[src/design/dlpbe_pkg.sv]
// dlpbe_pkg: shared types and constants for the dual led pulse/blink engine
// no dependencies; imported by every module of the block

package dlpbe_pkg;

    localparam int unsigned LEVEL_W  = 8;
    localparam int unsigned RAMP_W   = 7;
    localparam int unsigned TICK_W   = 32;
    localparam int unsigned PERIOD_W = 32;

    localparam logic [PERIOD_W-1:0] BLINK_PERIOD_RESET = 32'd1000;
    localparam logic [RAMP_W-1:0]   RAMP_TOP           = 7'h7F;
    localparam logic [LEVEL_W-1:0]  LEVEL_FULL         = 8'hFF;

    typedef enum logic [1:0] {
        FUNC_UPDATE     = 2'd0,
        FUNC_SET_PULSES = 2'd1,
        FUNC_SET_FIXED  = 2'd2,
        FUNC_BLINK      = 2'd3
    } t_func;

    localparam logic [1:0] RX_MODE_OFF   = 2'd0;
    localparam logic [1:0] RX_MODE_BLINK = 2'd1;
    localparam logic [1:0] RX_MODE_FIXED = 2'd2;

    localparam logic TX_MODE_OFF   = 1'b0;
    localparam logic TX_MODE_FIXED = 1'b1;

    localparam logic CHAN_RX = 1'b0;

    typedef struct packed {
        logic [RAMP_W-1:0]  ramp;
        logic               falling;
        logic [LEVEL_W-1:0] pulses;
    } t_ramp_st;

endpackage

[src/design/dlpbe_ramp.sv]
// dlpbe_ramp: one step of the triangular pulse ramp for a single led channel
// depends on dlpbe_pkg (t_ramp_st, RAMP_TOP)

module dlpbe_ramp import dlpbe_pkg::*; (
    input  t_ramp_st i_cur,
    output t_ramp_st o_nxt
);

    logic [RAMP_W-1:0] w_ramp;

    always_comb begin
        w_ramp = i_cur.falling ? (i_cur.ramp - 1'b1) : (i_cur.ramp + 1'b1);
        o_nxt  = i_cur;
        o_nxt.ramp = w_ramp;
        if (w_ramp == RAMP_TOP) begin
            o_nxt.falling = 1'b1;
        end else if (w_ramp == '0) begin
            o_nxt.falling = 1'b0;
            o_nxt.pulses  = i_cur.pulses - 1'b1;
        end
    end

endmodule
[config.mk]
export PLATFORM = sky130hd
export DESIGN_NAME = dlpbe_ramp
export DESIGN_NICKNAME = d
export VERILOG_FILES = /design/src/design/dlpbe_pkg.sv /design/src/design/dlpbe_ramp.sv
export SDC_FILE = /design/constraint.sdc
export NUM_CORES = 1
export LEC_CHECK = 0
export ABC_AREA = 1
export BUFFER_PORTS_ARGS = -buffer_cell sky130_fd_sc_hd__buf_2
export CORE_AREA = 2 2 39 41
export DETAILED_ROUTE_END_ITERATION = 6
export DIE_AREA = 0 0 41 43
export MAX_ROUTING_LAYER = met4
export PLACE_DENSITY = 0.87
export SETUP_SLACK_MARGIN = 0.15
export SYNTH_ARGS = -nofsm -noshare
export SYNTH_HDL_FRONTEND = slang
export SYNTH_SLANG_ARGS = --single-unit
export TNS_END_PERCENT = 30
[constraint.sdc]
create_clock -name vclk -period 4.3
set_input_delay 1.075 -clock vclk [all_inputs]
set_output_delay 1.075 -clock vclk [all_outputs]
set_load 0.005 [all_outputs]
[Yosys cells after proc, flatten, opt, wreduce, memory -nomap -nowiden]
Cells that the tools add are included.
Operators by class
  add/sub/neg operators: 3
  reduce and logical (&&, ||, !) cells: 1
  mux-type cells: 4
  equality and inequality tests: 1
Operators with widths (number)
  $mux 9: 1
  $mux 8: 1
  $sub 8x1->8 const B: 1
  $add 7x1->7 const B: 1
  $eq 7x7->1 const B: 1
  $logic_not 7->1: 1
  $mux 7: 1
  $sub 7x1->7 const B: 1
  $mux 1: 1
Storage, ports and cells
  output and inout bits: 16
  input port bits: 16
  word-level logic and storage cells: 9
  register bits: 0

[Logic depth before layout (Yosys ltp)]
  word-level depth: 5
  mapped depth: 11
  mapped depth without buffers: 11

[Least setup slack after synthesis]
OpenSTA, ideal clock, no wires.
  path type: input -> output
  start point: input port i_cur[8] (netlist name)
  end point: output port o_nxt[0] (netlist name)
  arrival time: 2.306 ns
  setup slack: 0.919 ns
  buffers on the path: 0
  stages on the path: 10
  data required time: 3.225 ns
  cells stage by stage: inv_1 fa_1 inv_1 nand3_1 nand3_2 nand2_4 nor2_8 nand3_4 nand2_1 nand2_1
RTL lines
  from (decl): RTL line dlpbe_ramp.sv:5  | input t_ramp_st i_cur,
  to (decl): RTL line dlpbe_ramp.sv:6  | output t_ramp_st o_nxt

==> flow_summary.rst <==
.. list-table::
   :header-rows: 1

   * - Metric
     - Value
   * - Outcome
     - complete, no violations
   * - Sum of routed wire length over all layers
     - about 1700 um
   * - Crit Path Category
     - in2out
   * - Crit. End Element
     - output port
   * - Die Width
     - between 40 and 50 um
   * - WP buf/inv
     - 4
   * - Portion of total power attributed to sequential cells
     - 0%
   * - Via count of the first global-routing pass
     - 738
   * - Gpl congestion
     - a little over 0.8
   * - Synthesized instance count
     - between 100 and 150
   * - List of cells traversed by the critical path
     - buf_2 -> inv_1 -> fa_1 -> inv_1 -> nand3_1 -> nand3_2 -> nand2_4 -> nor2_8 -> nand3_4 -> nand2_1 -> nand2_1 -> buf_2
   * - Peak VDD IR
     - about 60 uV
   * - Iteration count of the initial detailed-routing pass
     - 4
   * - Clock buffers
     - 0
   * - Fraction of the yosys area taken by sequential cells
     - 0%
   * - Worst-Margin Slew
     - between 0.2 and 0.25 ns
   * - Clock power frac
     - 0%
   * - Tmin final
     - approximately 3.9 ns
   * - Post-route worst hold slack
     - around 2.4 ns
   * - Most area-consuming cells after synthesis
     - nand2_1, ha_1, inv_1
   * - Type of element launching the critical path
     - primary input
   * - Filler cell count
     - roughly 150
   * - Number of nets in the finished design
     - 180
   * - CP Data Required Time
     - ~3.2 ns
   * - Min-Delay Path Class
     - in2out
   * - Worst slew margin relative to its limit
     - between 80 and 90%
   * - Post-Synthesis Net Count
     - ~150
   * - Die outline area
     - about 1800 um^2
   * - Count of buffers added by post-CTS timing repair for setup
     - 0
   * - Area of combinational cells with multiple inputs
     - roughly 590 um^2
   * - Most frequent cells after synthesis
     - nand2_1, inv_1, nand4_1
   * - Setup TNS
     - 0 ns
   * - Post-DP HPWL
     - ~1400 um
   * - Fraction of post-synthesis cell area in the top cell type by area
     - 23.5%
   * - Internal portion of total power
     - 0.0417 mW
   * - Quantity of I/O buffers inserted on ports
     - 32
   * - Power spent charging and discharging nets
     - 0.0688 mW
   * - Footprint of the flip-flops and latches
     - 0 um^2
   * - Global-route wire length before repair
     - between 2000 and 3000 um
   * - Worst Path Max Fanout
     - 9
   * - Routed vias
     - between 800 and 900
   * - Total of hold buffers inserted after clock tree synthesis
     - 0
   * - Part of the cycle the worst path needs
     - 89.8%
   * - DRC violations left
     - 0
   * - Slew Limit Fails
     - 0
   * - Number of sequential storage elements
     - 0
   * - Gate power share
     - between 90% and 100%
   * - Area leader, netlist
     - nand2_1
   * - Highest Clock Rate
     - around 0.26 GHz
   * - I/O pin cnt
     - 32
   * - Mean instance size in the synthesized netlist
     - ~5.7 um^2
   * - Highest-delay cell along the critical path
     - fa_1
   * - Cell family contributing the most delay on the critical path
     - simple AND/OR/NAND/NOR gates
   * - GRT Total Usage
     - 21.6%
   * - Vias per std cell
     - 4.93
   * - Number of max-cap violations
     - 0
   * - Total congestion overflow
     - 0
   * - Final count of negative-setup-slack endpoints
     - 0
   * - Unrepaired setup endpoints after global routing
     - no
   * - Antenna violations before repair
     - 0
   * - # diodes
     - 0
   * - Most numerous cell in the Yosys netlist
     - nand2_1
   * - Maximum number of pins on one net before global-route repair
     - 11
   * - Average wire per standard cell
     - 9.78 um
   * - Number of unique standard cell types used by synthesis
     - 18
   * - Starting density of the core
     - 49.7%
   * - FP Rows
     - 14
   * - Pwr per Cell Area
     - 127 nW/um^2
   * - Number of hold violations in the final report
     - 0
   * - Count of warnings emitted by yosys
     - 0
   * - Fraction of final layout cells with drive strength greater than 1
     - between 20% and 30%
   * - Area of the mapped netlist
     - 688 um^2
   * - Quantity of gates resized following cts
     - 0
   * - Die Span Y
     - 43 um
   * - Remaining antenna violation count
     - 0
   * - Arrival time reported for the critical path endpoint
     - approximately 2.8 ns
   * - Delay of the slowest critical-path stage
     - 0.45 ns
   * - Growth of design area from synthesis to finish
     - 26.2%
   * - Leak Pwr
     - 0.550 nW
   * - Core outline area
     - ~1400 um^2
   * - Iteration-0 DRC count of the detailed router
     - 21
   * - Fraction of power spent switching nets
     - between 60% and 70%
## layout by cell type (no fill, tap or decap)
cell | netlist | final
nor2_4 | 1 | 1
xor2_1 | 4 | 4
nand2_4 | 2 | 2
xnor2_1 | 2 | 2
buf_2 | 0 | 32
nor2_8 | 1 | 1
inv_2 | 2 | 2
nand2_2 | 3 | 3
nand4_1 | 10 | 10
nand3_1 | 8 | 8
inv_1 | 22 | 22
fa_1 | 1 | 1
a21oi_1 | 2 | 2
ha_1 | 8 | 8
nand3_2 | 1 | 1
clkinv_1 | 1 | 1
nor2_1 | 8 | 8
nand3_4 | 2 | 2
nand2_1 | 43 | 43
## metal layers
metal  global-route usage [%]  vias to the layer above  wire [um]
met5                        -                        -          0
met4                    0.667                        0          0
met3                        0                        0         68
met2                     39.7                       24        862
met1                     26.3                      363        722
li1                         -                      447          -
## power by group through the flow
| stage | sequential, mW | clock [mW] | combinational (mW) |
|---|---|---|---|
| finish | 0 | 0 | 0.111 |
| global route | 0 | 0 | 0.126 |
| CTS | 0 | 0 | 0.111 |
| detailed placement | 0 | 0 | 0.110 |
| global placement | 0 | 0 | 0.107 |
| floorplan | 0 | 0 | 0.0740 |
## worst paths after layout
check	cells after the start	endpoint	startpoint
max	12	o_nxt[2]	i_cur[8]
min	4	o_nxt[7]	i_cur[7]
## layout make-up
cell class / count / share of cell area, %
multi-input combinational: 96 / 68.4
tap: 16 / 2.31
timing repair buffer: 32 / 18.4
inverter: 25 / 10.8
## through the flow
step	utilization (%)	std cells	cell area [um^2]	total power, mW	worst slack (ns)
after floorplan	-	121	688	0.0740	0.919
after global routing	62.7	169	868	0.126	0.256
final	62.7	169	868	0.111	0.439
after detailed placement	62.7	169	868	0.110	0.438
after CTS	62.7	169	868	0.111	0.436
after global placement	62.7	169	868	0.107	0.529
## cell families (layout without fill, tap and decap cells)
family          count (synthesis)  in the layout  synth area share (%)
compound gates                  2              2                  1.45
xor+xnor                        6              6                  7.64
fa+ha+maj                       9              9                  17.5
buf+inv                        25             57                  13.6
simple gates                   79             79                  59.8
(Power assumes the default switching activity.)
